$ cat src/rtl/lctb_pkg.sv
// Shared types and constants for the least-cost target balancer.
// No dependencies; imported by lctb_argmin and least_cost_target_balancer.
`default_nettype none
package lctb_pkg;

    // Fixed field widths of the item and result ports
    localparam int KIND_W = 3;
    localparam int SESS_IN_W = 8;
    localparam int TGT_IN_W = 4;
    localparam int CAND_W = 16;
    localparam int COST_OUT_W = 18;

    typedef enum logic [KIND_W-1:0] {
        KIND_SELECT = 3'd0,
        KIND_BIND   = 3'd1,
        KIND_REQ    = 3'd2,
        KIND_RSP    = 3'd3,
        KIND_END    = 3'd4
    } t_kind;

    // Control from the sequencer to the running-minimum unit
    typedef struct packed {
        logic clr;
        logic vld;
    } t_am_ctl;

endpackage
`default_nettype wire

$ cat src/rtl/lctb_ram.sv
// Generic single-write, single-read synchronous RAM with registered read data.
// No dependencies.
`default_nettype none
module lctb_ram #(
    parameter int WIDTH = 8,
    parameter int DEPTH = 16
) (
    input  wire logic                     i_clk,
    input  wire logic                     i_we,
    input  wire logic [$clog2(DEPTH)-1:0] i_waddr,
    input  wire logic [WIDTH-1:0]         i_wdata,
    input  wire logic [$clog2(DEPTH)-1:0] i_raddr,
    output logic      [WIDTH-1:0]         o_rdata
);

    logic [WIDTH-1:0] r_mem [DEPTH];

    always_ff @(posedge i_clk) begin
        if (i_we) begin
            r_mem[i_waddr] <= i_wdata;
        end
        o_rdata <= r_mem[i_raddr];
    end

endmodule
`default_nettype wire

$ cat src/rtl/lctb_argmin.sv
// Running minimum over a stream of (index, cost) pairs; first lowest wins.
// Depends on lctb_pkg.
`default_nettype none
module lctb_argmin
    import lctb_pkg::*;
#(
    parameter int IDX_W = 4,
    parameter int CST_W = 18
) (
    input  wire logic             i_clk,
    input  wire logic             i_rst_n,
    input  wire t_am_ctl          i_ctl,
    input  wire logic [IDX_W-1:0] i_idx,
    input  wire logic [CST_W-1:0] i_cost,
    output logic                  o_found,
    output logic      [IDX_W-1:0] o_idx,
    output logic      [CST_W-1:0] o_cost
);

    logic             r_found;
    logic [IDX_W-1:0] r_idx;
    logic [CST_W-1:0] r_cost;

    always_ff @(posedge i_clk) begin
        if (!i_rst_n) begin
            r_found <= 1'b0;
            r_idx   <= '0;
            r_cost  <= '0;
        end else if (i_ctl.clr) begin
            r_found <= 1'b0;
            r_idx   <= '0;
            r_cost  <= '0;
        end else if (i_ctl.vld && (!r_found || i_cost < r_cost)) begin
            // strict compare keeps the earlier candidate on a tie
            r_found <= 1'b1;
            r_idx   <= i_idx;
            r_cost  <= i_cost;
        end
    end

    assign o_found = r_found;
    assign o_idx   = r_idx;
    assign o_cost  = r_cost;

    a_clr_empties: assert property (@(posedge i_clk) disable iff (!i_rst_n)
        i_ctl.clr |=> !r_found)
        else $error("argmin not empty after clear");

    a_found_holds: assert property (@(posedge i_clk) disable iff (!i_rst_n)
        (r_found && !i_ctl.clr) |=> r_found)
        else $error("argmin lost its candidate");

    a_cost_falls: assert property (@(posedge i_clk) disable iff (!i_rst_n)
        (r_found && !i_ctl.clr) |=> (r_cost <= $past(r_cost)))
        else $error("argmin cost rose");

endmodule
`default_nettype wire

$ cat src/rtl/least_cost_target_balancer.sv
// Top level of the least-cost target balancer: sequencer, session table RAM,
// target stats RAM, present flags. Depends on lctb_pkg, lctb_ram, lctb_argmin.
//
//  channel  | handshake            | signals
//  ---------+----------------------+---------------------------------------------
//  item in  | start & !busy        | i_kind i_session i_target i_candidates
//           |                      | i_front_closed
//  result   | o_done, one cycle    | o_found o_picked o_picked_cost
//
//  Select: the stats RAM is walked one target per cycle through its single read
//  port, over the first min(NUM_TARGETS,16) targets. Other kinds: session read,
//  stats read, then read-modify-write.
//  After reset the session table is cleared, one entry per cycle, with busy high.
//  The result appears as busy falls; it cannot be stalled.
`default_nettype none
module least_cost_target_balancer
    import lctb_pkg::*;
#(
    parameter int NUM_TARGETS  = 16,
    parameter int NUM_SESSIONS = 256,
    parameter int COUNT_BITS   = 16
) (
    input  wire logic                  i_clk,
    input  wire logic                  i_rst_n,
    input  wire logic                  start,
    output logic                       busy,
    input  wire logic [KIND_W-1:0]     i_kind,
    input  wire logic [SESS_IN_W-1:0]  i_session,
    input  wire logic [TGT_IN_W-1:0]   i_target,
    input  wire logic [CAND_W-1:0]     i_candidates,
    input  wire logic                  i_front_closed,
    output logic                       o_done,
    output logic                       o_found,
    output logic [TGT_IN_W-1:0]        o_picked,
    output logic [COST_OUT_W-1:0]      o_picked_cost
);

    localparam int TGT_W = $clog2(NUM_TARGETS);
    localparam int SES_W = $clog2(NUM_SESSIONS);
    localparam int CB    = COUNT_BITS;
    localparam int CST_W = COUNT_BITS + 2;
    localparam int NSCAN = (NUM_TARGETS < CAND_W) ? NUM_TARGETS : CAND_W;
    localparam int SE_W  = TGT_W + 1;
    localparam int ST_W  = 3 * COUNT_BITS;
    localparam logic [CB-1:0] CNT_MAX = {CB{1'b1}};

    typedef enum logic [2:0] {
        S_CLEAR, S_IDLE, S_SCAN, S_DRAIN, S_FIN, S_LOOKUP, S_FETCH, S_APPLY
    } t_state;

    t_state                 r_state;
    logic [SES_W-1:0]       r_clr_addr;
    logic [TGT_W-1:0]       r_idx;
    logic                   r_feed;
    logic [TGT_W-1:0]       r_feed_idx;
    logic [KIND_W-1:0]      r_kind;
    logic [SES_W-1:0]       r_sess;
    logic                   r_sess_ok;
    logic [TGT_W-1:0]       r_tgt;
    logic                   r_tgt_ok;
    logic [CAND_W-1:0]      r_cand;
    logic                   r_front;
    logic                   r_bv;
    logic [TGT_W-1:0]       r_bt;
    logic [NUM_TARGETS-1:0] r_present;
    logic                   r_done;
    logic                   r_found;
    logic [TGT_IN_W-1:0]    r_picked;
    logic [COST_OUT_W-1:0]  r_cost;

    logic                   accept;
    logic [31:0]            sess_ext;
    logic [31:0]            tgt_ext;
    logic                   sess_we;
    logic [SES_W-1:0]       sess_waddr;
    logic [SE_W-1:0]        sess_wdata;
    logic [SE_W-1:0]        sess_app_wdata;
    logic [SE_W-1:0]        sess_rd;
    logic                   sess_app_we;
    logic                   st_we;
    logic [ST_W-1:0]        st_wdata;
    logic [TGT_W-1:0]       st_raddr;
    logic [ST_W-1:0]        st_rd;
    logic [TGT_W-1:0]       at;
    logic                   pres_set;
    logic                   pres_clr;
    logic [CAND_W-1:0]      cand_sh;
    logic [CST_W-1:0]       scan_cost;
    t_am_ctl                am_ctl;
    logic                   am_found;
    logic [TGT_W-1:0]       am_idx;
    logic [CST_W-1:0]       am_cost;
    logic [31:0]            pick_ext;
    logic [63:0]            cost_ext;

    assign accept   = start && !busy;
    assign busy     = (r_state != S_IDLE);
    assign sess_ext = 32'(i_session);
    assign tgt_ext  = 32'(i_target);

    // Session table: {valid, target}; cleared by the pass after reset
    assign sess_we    = (r_state == S_CLEAR) || sess_app_we;
    assign sess_waddr = (r_state == S_CLEAR) ? r_clr_addr : r_sess;
    assign sess_wdata = (r_state == S_CLEAR) ? '0 : sess_app_wdata;

    lctb_ram #(.WIDTH(SE_W), .DEPTH(NUM_SESSIONS)) u_sess_ram (
        .i_clk   (i_clk),
        .i_we    (sess_we),
        .i_waddr (sess_waddr),
        .i_wdata (sess_wdata),
        .i_raddr (r_sess),
        .o_rdata (sess_rd)
    );

    // Stats: {deaths, pending, sessions} per target
    assign at       = (r_kind == KIND_BIND) ? r_tgt : r_bt;
    assign st_raddr = (r_state == S_SCAN) ? r_idx :
                      ((r_kind == KIND_BIND) ? r_tgt : sess_rd[TGT_W-1:0]);

    lctb_ram #(.WIDTH(ST_W), .DEPTH(NUM_TARGETS)) u_stat_ram (
        .i_clk   (i_clk),
        .i_we    (st_we),
        .i_waddr (at),
        .i_wdata (st_wdata),
        .i_raddr (st_raddr),
        .o_rdata (st_rd)
    );

    // Scan feed: cost of the target read in the previous cycle
    always_comb begin
        logic [CST_W-1:0] sum;
        sum = CST_W'(st_rd[CB-1:0]) + CST_W'(st_rd[2*CB-1:CB])
            + CST_W'(st_rd[3*CB-1:2*CB]);
        cand_sh    = r_cand >> r_feed_idx;
        scan_cost  = r_present[r_feed_idx] ? sum : '0;
        am_ctl.clr = accept && (i_kind == KIND_SELECT);
        am_ctl.vld = r_feed && cand_sh[0];
    end

    lctb_argmin #(.IDX_W(TGT_W), .CST_W(CST_W)) u_argmin (
        .i_clk   (i_clk),
        .i_rst_n (i_rst_n),
        .i_ctl   (am_ctl),
        .i_idx   (r_feed_idx),
        .i_cost  (scan_cost),
        .o_found (am_found),
        .o_idx   (am_idx),
        .o_cost  (am_cost)
    );

    assign pick_ext = 32'(am_idx);
    assign cost_ext = 64'(am_cost);

    // Read-modify-write of one event
    always_comb begin
        logic [CB-1:0] sc;
        logic [CB-1:0] pc;
        logic [CB-1:0] dc;
        logic [CB-1:0] sc_n;
        logic [CB-1:0] pc_n;
        logic [CB-1:0] dc_n;
        logic          live;
        sc   = st_rd[CB-1:0];
        pc   = st_rd[2*CB-1:CB];
        dc   = st_rd[3*CB-1:2*CB];
        sc_n = sc;
        pc_n = pc;
        dc_n = dc;
        live = r_sess_ok && r_bv && r_present[r_bt];
        sess_app_we    = 1'b0;
        sess_app_wdata = {1'b1, r_tgt};
        st_we    = 1'b0;
        pres_set = 1'b0;
        pres_clr = 1'b0;
        if (r_state == S_APPLY) begin
            case (r_kind)
                KIND_BIND: begin
                    if (r_sess_ok && r_tgt_ok) begin
                        sess_app_we = !r_bv;
                        st_we       = 1'b1;
                        if (!r_present[r_tgt]) begin
                            pres_set = 1'b1;
                            sc_n     = CB'(1);
                            pc_n     = '0;
                            dc_n     = '0;
                        end else if (sc != CNT_MAX) begin
                            sc_n = sc + CB'(1);
                        end
                    end
                end
                KIND_REQ: begin
                    if (live) begin
                        st_we = 1'b1;
                        if (pc != CNT_MAX) begin
                            pc_n = pc + CB'(1);
                        end
                    end
                end
                KIND_RSP: begin
                    if (live) begin
                        st_we = 1'b1;
                        if (pc != '0) begin
                            pc_n = pc - CB'(1);
                        end
                    end
                end
                KIND_END: begin
                    if (r_sess_ok && r_bv) begin
                        sess_app_we    = 1'b1;
                        sess_app_wdata = {1'b0, r_bt};
                        if (!r_front && live && dc != CNT_MAX) begin
                            dc_n = dc + CB'(1);
                        end
                        if (live) begin
                            st_we = 1'b1;
                            if (sc != '0) begin
                                sc_n = sc - CB'(1);
                            end
                            pres_clr = (sc_n == '0) || (dc_n == '0);
                        end
                    end
                end
                default: begin
                end
            endcase
        end
        st_wdata = {dc_n, pc_n, sc_n};
    end

    always_ff @(posedge i_clk) begin
        if (!i_rst_n) begin
            r_state    <= S_CLEAR;
            r_clr_addr <= '0;
            r_present  <= '0;
            r_feed     <= 1'b0;
            r_done     <= 1'b0;
        end else begin
            r_done <= 1'b0;
            r_feed <= 1'b0;
            if (pres_set) begin
                r_present[at] <= 1'b1;
            end else if (pres_clr) begin
                r_present[at] <= 1'b0;
            end
            case (r_state)
                S_CLEAR: begin
                    r_clr_addr <= r_clr_addr + SES_W'(1);
                    if (r_clr_addr == SES_W'(NUM_SESSIONS - 1)) begin
                        r_state <= S_IDLE;
                    end
                end
                S_IDLE: begin
                    if (accept) begin
                        r_kind    <= i_kind;
                        r_sess    <= sess_ext[SES_W-1:0];
                        r_sess_ok <= sess_ext < 32'(NUM_SESSIONS);
                        r_tgt     <= tgt_ext[TGT_W-1:0];
                        r_tgt_ok  <= tgt_ext < 32'(NUM_TARGETS);
                        r_cand    <= i_candidates;
                        r_front   <= i_front_closed;
                        r_idx     <= '0;
                        r_state   <= (i_kind == KIND_SELECT) ? S_SCAN : S_LOOKUP;
                    end
                end
                S_SCAN: begin
                    r_feed     <= 1'b1;
                    r_feed_idx <= r_idx;
                    if (r_idx == TGT_W'(NSCAN - 1)) begin
                        r_state <= S_DRAIN;
                    end else begin
                        r_idx <= r_idx + TGT_W'(1);
                    end
                end
                S_DRAIN: begin
                    r_state <= S_FIN;
                end
                S_FIN: begin
                    r_found  <= am_found;
                    r_picked <= pick_ext[TGT_IN_W-1:0];
                    r_cost   <= cost_ext[COST_OUT_W-1:0];
                    r_done   <= 1'b1;
                    r_state  <= S_IDLE;
                end
                S_LOOKUP: begin
                    r_state <= S_FETCH;
                end
                S_FETCH: begin
                    r_bv    <= sess_rd[SE_W-1];
                    r_bt    <= sess_rd[TGT_W-1:0];
                    r_state <= S_APPLY;
                end
                S_APPLY: begin
                    r_found  <= 1'b0;
                    r_picked <= '0;
                    r_cost   <= '0;
                    r_done   <= 1'b1;
                    r_state  <= S_IDLE;
                end
                default: begin
                    r_state <= S_IDLE;
                end
            endcase
        end
    end

    assign o_done        = r_done;
    assign o_found       = r_found;
    assign o_picked      = r_picked;
    assign o_picked_cost = r_cost;

    a_accept_busy: assert property (@(posedge i_clk) disable iff (!i_rst_n)
        accept |=> busy)
        else $error("item accepted but block not busy");

    a_done_idle: assert property (@(posedge i_clk) disable iff (!i_rst_n)
        o_done |-> (!busy && !$past(o_done)))
        else $error("result strobe outside a single idle cycle");

    a_found_select: assert property (@(posedge i_clk) disable iff (!i_rst_n)
        (o_done && o_found) |-> (r_kind == KIND_SELECT))
        else $error("found set for a non-select item");

endmodule
`default_nettype wire

$ cat config.mk
export PLATFORM = sky130hd
export DESIGN_NAME = least_cost_target_balancer
export DESIGN_NICKNAME = d
export VERILOG_FILES = /design/src/rtl/lctb_pkg.sv /design/src/rtl/lctb_ram.sv /design/src/rtl/lctb_argmin.sv /design/src/rtl/least_cost_target_balancer.sv
export SDC_FILE = /design/constraint.sdc
export NUM_CORES = 2
export LEC_CHECK = 0
export BUFFER_PORTS_ARGS = -buffer_cell sky130_fd_sc_hd__buf_2
export CAP_MARGIN = 20
export CORE_MARGIN = 2
export CORE_UTILIZATION = 30
export CTS_CLUSTER_DIAMETER = 120
export DETAILED_ROUTE_END_ITERATION = 10
export PLACE_DENSITY = 0.52
export SLEW_MARGIN = 10
export SYNTH_ARGS = -nofsm -noshare
export SYNTH_HDL_FRONTEND = slang
export SYNTH_SLANG_ARGS = --single-unit
$ cat constraint.sdc
create_clock -name i_clk -period 11.9 [get_ports i_clk]
set_input_delay 2.38 -clock i_clk [delete_from_list [all_inputs] [get_ports i_clk]]
set_output_delay 2.38 -clock i_clk [all_outputs]
set_load 0.02 [all_outputs]
Yosys cells after proc, flatten, opt, wreduce, memory -nomap -nowiden

Memory sizes are Yosys's and may differ from the RTL's. A register that Yosys moved wholly into a read port is not among the register bits.
Index checks and enable logic that the tools add are counted.

Flip-flop bits (word level): 122
Bits in latches: 0
Bits in writable memories: 2048
Memory bits (read-only): 0
Input bits: 35
Output and inout bits: 25
Logic and storage cells: 184
Memories: 2

Add/subtract/negate cells: 9
Multipliers: 0
Div/mod/pow operators: 0
Order comparisons: 8
Equal/unequal tests: 21
Shifts and indexed selects: 1
Muxes and demuxes: 82
Bitwise logic cells: 4
Reductions and logical operators: 35

Memory list:

| memory           | words | bits a word | rd ports | clocked after Yosys merged registers in | wr ports | line           | source |
|---|---|---|---|---|---|---|---|
| u_sess_ram.r_mem | 256   | 5           | 1        | 1                                       | 1        | lctb_ram.sv:16 | `logic [WIDTH-1:0] r_mem [DEPTH];` |
| u_stat_ram.r_mem | 16    | 48          | 1        | 1                                       | 1        | lctb_ram.sv:16 |  |

Operators with widths:

| kind                                                       | count |
|---|---|
| two-way mux 16 bit                                         | 28 |
| one-hot mux 16 bit (2 select lines)                        | 2 |
| adder 16 x 1 -> 16 bit, second input constant              | 3 |
| != test 16 bit, second input constant                      | 3 |
| one-hot mux 16 bit (3 select lines)                        | 1 |
| one-hot mux 18 bit (2 select lines)                        | 1 |
| logical NOT 16 bit                                         | 2 |
| nonzero test 16 bit                                        | 2 |
| subtractor 16 x 1 -> 16 bit, second input constant         | 2 |
| less-than comparator 4 x 5 -> 1 bit, second input constant | 5 |
| two-way mux 1 bit                                          | 25 |
| one-hot mux 3 bit (7 select lines)                         | 1 |
| two-way mux 4 bit                                          | 5 |
| two-way mux 5 bit                                          | 4 |
| adder 17 x 16 -> 18 bit                                    | 1 |
| less-than comparator 18 bit                                | 1 |
| two-way mux 18 bit                                         | 1 |
| adder 16 x 16 -> 17 bit                                    | 1 |
| bitwise AND 16 bit                                         | 1 |
| NOT 16 bit                                                 | 1 |
| bitwise OR 16 bit                                          | 1 |
| one-hot mux 4 bit (2 select lines)                         | 2 |
| right shift 16 x 4 -> 1 bit                                | 1 |
| == test 3 bit, second input constant                       | 5 |
| 27 further kinds                                           | 61 |

Longest topological paths before layout

Depth after elaboration: 17
Gate-level depth with buffers: 23

Modules after synthesis

From an unflattened synthesis, not the netlist that was laid out.

Cells, all modules: 4959
Area total of the unflattened synthesis: 90123.9 µm²

Modules (own cells, without submodules):

| module                     | instances | cells each | area each (µm²) | seq. area each (µm²) |
|---|---|---|---|---|
| lctb_ram at u_sess_ram     | 1         | 2497       | 50284.5         | 38537.0 |
| lctb_ram at u_stat_ram     | 1         | 1242       | 29694.7         | 24023.0 |
| least_cost_target_balancer | 1         | 1061       | 8788.4          | 2622.5 |
| lctb_argmin                | 1         | 159        | 1356.3          | 460.4 |

Least setup slack after synthesis

No wires, ideal clock.

Path kind: register -> register
Start: register r_kind[0]
End: memory u_sess_ram.r_mem[0][0] in the netlist's numbering (data pin)
Setup time: 1.575 ns
Data arrival time: 8.290 ns
Data required time: 10.325 ns
Slack: 2.035 ns
Stages on the path, launching flop included: 9
Period minus slack after synthesis: 9.865 ns
Path through: edfxtp_1 > clkbuf_1 > nor2_1 > and2_1 > clkbuf_1 > nand3_1 > clkbuf_1 > nand2_1 > a21oi_1

Word-level cells in the longest chain between the ends: 4

RTL lines:

| item                    | line                              | source |
|---|---|---|
| from (decl)             | least_cost_target_balancer.sv:56  | `logic [KIND_W-1:0] r_kind;` |
| from (signal assigned)  | least_cost_target_balancer.sv:254 | `r_kind <= i_kind;` |
| == test 3 bit           | least_cost_target_balancer.sv:176 | `case (r_kind)` |
| two-way mux 5 bit       | least_cost_target_balancer.sv:176 |  |
| two-way mux 5 bit       | least_cost_target_balancer.sv:175 | `if (r_state == S_APPLY) begin` |
| two-way mux 5 bit       | least_cost_target_balancer.sv:104 | `assign sess_wdata = (r_state == S_CLEAR) ? '0 : sess_app_wdata;` |
| named net sess_wdata[0] | least_cost_target_balancer.sv:76  | `logic [SE_W-1:0] sess_wdata;` |
| to (decl)               | lctb_ram.sv:16                    |  |

The timed path passes the listed nets, and every way through them passes these cells.

Worst setup path after layout

Start: register u_stat_ram.o_rdata[1] (read register of u_stat_ram.r_mem)
End: register u_argmin.r_cost[3] (netlist: u_argmin.o_cost[3])

Word-level cells in the longest chain between the ends: 6

RTL lines:

| item                        | line                              | source |
|---|---|---|
| from (decl)                 | lctb_ram.sv:13                    | `output logic [WIDTH-1:0] o_rdata` |
| adder 16 x 16 -> 17 bit     | least_cost_target_balancer.sv:132 | `sum = CST_W'(st_rd[CB-1:0]) + CST_W'(st_rd[2*CB-1:CB])` |
| adder 17 x 16 -> 18 bit     | least_cost_target_balancer.sv:133 | `+ CST_W'(st_rd[3*CB-1:2*CB]);` |
| two-way mux 18 bit          | least_cost_target_balancer.sv:135 | `scan_cost = r_present[r_feed_idx] ? sum : '0;` |
| named net scan_cost[15]     | least_cost_target_balancer.sv:88  | `logic [CST_W-1:0] scan_cost;` |
| less-than comparator 18 bit | lctb_argmin.sv:33                 | `end else if (i_ctl.vld && (!r_found \|\| i_cost < r_cost)) begin` |
| logical OR 1 bit            | lctb_argmin.sv:33                 |  |
| logical AND 1 bit           | lctb_argmin.sv:33                 |  |
| to (signal assigned)        | lctb_argmin.sv:37                 | `r_cost <= i_cost;` |
| to (decl)                   | lctb_argmin.sv:22                 | `logic [CST_W-1:0] r_cost;` |

The timed path passes the listed nets, and every way through them passes these cells.
A chain may end at the register's enable or synchronous reset.

==> results.json <==
{
  "cp.arrival_ns": 6.67,
  "clockBufferDepth": 4,
  "vias": 45200,
  "viasPerCell": 5.04,
  "power_leakage_uw": 0.0314,
  "drc": 0,
  "relSlewSlack": 0.164,
  "min-delay-start": "u_argmin.o_cost[15]",
  "rows": 201,
  "p_sw_frac": 0.198,
  "cts_made_buffers": 234,
  "crit_fanout": 13,
  "worstSetupStartpoint": "u_stat_ram.o_rdata[1]",
  "slew_violations": 0,
  "cts_resized": 0,
  "synth.area.top_cells": "edfxtp_1 (71%), mux4_2 (16%), dfxtp_1 (2.3%), nor2_1 (1.7%), mux2i_1 (0.92%)",
  "maxCapViolCount": 0,
  "first_iter_violations": 4277,
  "fin_skew_ns": 0.0730,
  "placement.io_buffers": 59,
  "synthArstFlopShare": 0,
  "yosysWarnings": 0,
  "top_usage_layer": "met2",
  "drt_wl_total_um": 228000,
  "crit_top_cell": "o21ai_0",
  "max_stage_delay_ns": 0.60,
  "critPathSlowestCell": "a211oi_4",
  "postRouteAntennaNets": 0,
  "power.internal_uw": 12400,
  "num-nets-final": 4909,
  "worst_pin_slew_ns": 1.24,
  "placed_area_um2": 95500,
  "grtUsageTotal": 0.148,
  "cts_setup_buffers": 0,
  "use_met2": 0.244,
  "combPwrFrac": 0.004,
  "wire_per_inst_um": 25.4,
  "synth_cells": 4665,
  "start_util": 0.301,
  "path_class": "register to register",
  "cts_max_level": 4,
  "pwr_density_cell_nw_per_um2": 150,
  "syn_nets": 4758,
  "reg2reg_from": "u_stat_ram.o_rdata[1]",
  "gp_congestion": 0.879,
  "dieArea_um2": 305000,
  "dp_cells": 8531,
  "core_um2": 299000,
  "grt_antenna_before_repair": 10,
  "dieWidth_um": 552,
  "setup_viol": 0,
  "worstPathCellList": "inv_1 > fa_1 > inv_1 > ha_1 > fa_1 > a211oi_1 > o21ai_0 > a31oi_1 > o21ai_0 > o21ai_0 > a21oi_1 > xnor2_1 > nor2_1 > ha_1 > a2111oi_0 > o21ai_0 > o21ai_0 > o22ai_1 > a211oi_4 > buf_4 > mux2i_1 > nor2_1",
  "fin_crit_sh": 0.501,
  "cts_tree": "yes",
  "grt_pass1_wl_um": 332000,
  "area_delta_synth_final_pct": 14.2,
  "syn_area_um2": 90100,
  "drive_gt1_frac": 0.242,
  "pwr-share-seq": 0.546,
  "synth_edf_count": 2116,
  "ir_worst_vdd_uv": 127,
  "hold_path_class": "register to register",
  "dr.pass1.iters": 5,
  "grt_pass1_vias": 46200,
  "synth-seq-area-share": 0.729,
  "holdWs_ns": 0.482,
  "io_pins": 60,
  "numClockSinks": 2221,
  "final-hold-violation-count": 0,
  "grt_setup_unrepaired": "false",
  "cp-end-kind": "register",
  "insertion_delay_ns": 0.91,
  "cts_hold_buf": 0,
  "avgSynthCellArea_um2": 19.3,
  "met1_usage": 0.206,
  "postLayoutCellArea_um2": 103000,
  "clock-root-buffer": "clkbuf_16",
  "timing.fmax_mhz": 168,
  "period_minus_slack_ns": 5.96,
  "die_h_um": 552,
  "status": "finished, final reports clean",
  "gr-total-overflow": 0,
  "clockPowerShare": 0.449,
  "synth_top_area_cell": "edfxtp_1",
  "synth.ff_latch_count": 2221,
  "synth_cell_type_count": 92,
  "stdcell_count": 8967,
  "dp_hpwl_um": 136000,
  "clk_pin_slew_worst_paths_ns": 0.07,
  "p_sw_uw": 3060,
  "grt_start_max_net_pins": 189,
  "tns_ns": 0,
  "ys.flop_type": "edfxtp_1",
  "synth_top_cell_area_share": 0.705,
  "fin_util": 0.344,
  "required_ns": 12.62,
  "startpoint_type": "register",
  "met3_usage": 0.0207
}
## Yosys cell counts (all sizes together), types with 7 or more instances
| cell type | n |
|---|---|
| edfxtp | 2116 |
| ha | 41 |
| nor2b | 54 |
| and3 | 27 |
| nand4 | 21 |
| o22ai | 21 |
| nand3 | 50 |
| dfxtp | 105 |
| xor2 | 16 |
| mux2i | 83 |
| a21boi | 8 |
| and2 | 27 |
| fa | 17 |
| mux4 | 625 |
| buf | 100 |
| clkbuf | 172 |
| nor2 | 411 |
| or3 | 15 |
| nor4 | 10 |
| a22oi | 16 |
| a31oi | 21 |
| a21oi | 119 |
| xnor2 | 15 |
| inv | 60 |
| nor3 | 34 |
| a211oi | 58 |
| nand2 | 163 |
| o21ai | 85 |
| o21a | 8 |
| o31ai | 24 |
| a22o | 8 |
| nor3b | 9 |
| nand3b | 24 |
| nand2b | 9 |
| a21o | 7 |
## cell families (layout without fill, tap and decap cells)
| group | count (synthesis) | in the layout | synth area share |
|---|---|---|---|
| and+or+nand+nor | 885 | 885 | 0.0458 |
| muxes | 711 | 711 | 0.166 |
| DFF | 2221 | 2221 | 0.729 |
| other | 0 | 6 | 0 |
| AOI/OAI and AO/OA | 426 | 426 | 0.0313 |
| xor gates and xnor gates | 31 | 31 | 0.00301 |
| adders and majority gates | 59 | 59 | 0.00958 |
| buffers and inverters | 332 | 670 | 0.0156 |
## metrics by stage
| step | total power [uW] | setup WS (ns) |
|---|---|---|
| after global placement | 8670 | 5.96 |
| after global routing | 15900 | 5.47 |
| final | 15400 | 5.94 |
| after floorplan | 8630 | 2.03 |
| after detailed placement | 8670 | 6.05 |
| after CTS | 15600 | 5.99 |
## power by group through the flow
| stage | sequential (uW) | clock (uW) | combinational [uW] |
|---|---|---|---|
| floorplan | 8600 | 0 | 30.8 |
| global placement | 8600 | 0 | 70.3 |
| detailed placement | 8600 | 0 | 70.3 |
| CTS | 8440 | 7110 | 70.6 |
| global route | 8430 | 7400 | 72.7 |
| finish | 8440 | 6940 | 68.5 |
## path summary, 6_finish.rpt
kind | slack, ns | endpoint | depth (start not counted)
setup / recovery | 5.94 | u_argmin.o_cost[3] | 22
setup reg to reg | 5.94 | u_argmin.o_cost[3] | 22
hold reg to reg | 0.48 | u_argmin.o_cost[15] | 2
hold / removal | 0.48 | u_argmin.o_cost[15] | 2
## final cells by class
cell class,count,area (um^2)
fillers,27900,196000
clock buffers,309,6300
flip-flops and latches,2221,65600
well taps,3958,4950
repair buffers,187,1480
diodes,6,15.0
clock inverters,114,921
multi-input cells,2112,23300
inverters,60,225
## per-layer routing
| metal | routed length (um) | up-vias | part of all wire |
|---|---|---|---|
| met1 | 101000 | 24200 | 0.44 |
| met5 | 0 | - | 0 |
| met3 | 11100 | 293 | 0.049 |
| li1 | - | 19400 | - |
| met4 | 5010 | 0 | 0.022 |
| met2 | 111000 | 1286 | 0.49 |
## worst max-delay path: cells and delay by family (launching register included)
kind | cells | cell delay (ns)
flip-flops | 1 | 0.51
AO/OA/AOI/OAI | 11 | 2.61
XOR/XNOR | 1 | 0.22
multiplexers | 1 | 0.22
buffers and inverters | 3 | 0.59
AND/OR/NAND/NOR | 2 | 0.13
adder cells (fa/ha/maj) | 4 | 1.51
## flip-flops by register name, indices dropped and copies added, names as in the netlist, 5 cells and up, named ones only
signal / cells
u_sess_ram.r_mem: 1280
u_argmin.o_cost: 18
u_stat_ram.r_mem: 768
u_sess_ram.o_rdata: 5
o_picked_cost: 18
r_cand: 16
r_clr_addr: 8
r_sess: 8
u_stat_ram.o_rdata: 48
## cell usage in the layout (no fill, tap or decap), types with 16 or more instances in the layout
| cell | n |
|---|---|
| a211oi_1 | 57 |
| a21oi_1 | 105 |
| a31oi_1 | 19 |
| and2_1 | 26 |
| and3_1 | 24 |
| buf_2 | 59 |
| buf_4 | 112 |
| clkbuf_1 | 61 |
| clkbuf_16 | 236 |
| clkinv_1 | 34 |
| clkinv_2 | 46 |
| dfxtp_1 | 105 |
| edfxtp_1 | 2116 |
| fa_1 | 17 |
| ha_1 | 41 |
| inv_1 | 60 |
| mux2i_1 | 83 |
| mux4_2 | 624 |
| nand2_1 | 162 |
| nand3_1 | 50 |
| nand3b_1 | 24 |
| nand4_1 | 21 |
| nor2_1 | 394 |
| nor2_4 | 17 |
| nor2b_1 | 54 |
| nor3_1 | 33 |
| o21ai_0 | 78 |
| o22ai_1 | 21 |
| o31ai_1 | 24 |
| xor2_1 | 16 |
Note: power is estimated with default switching activity, not from simulation.
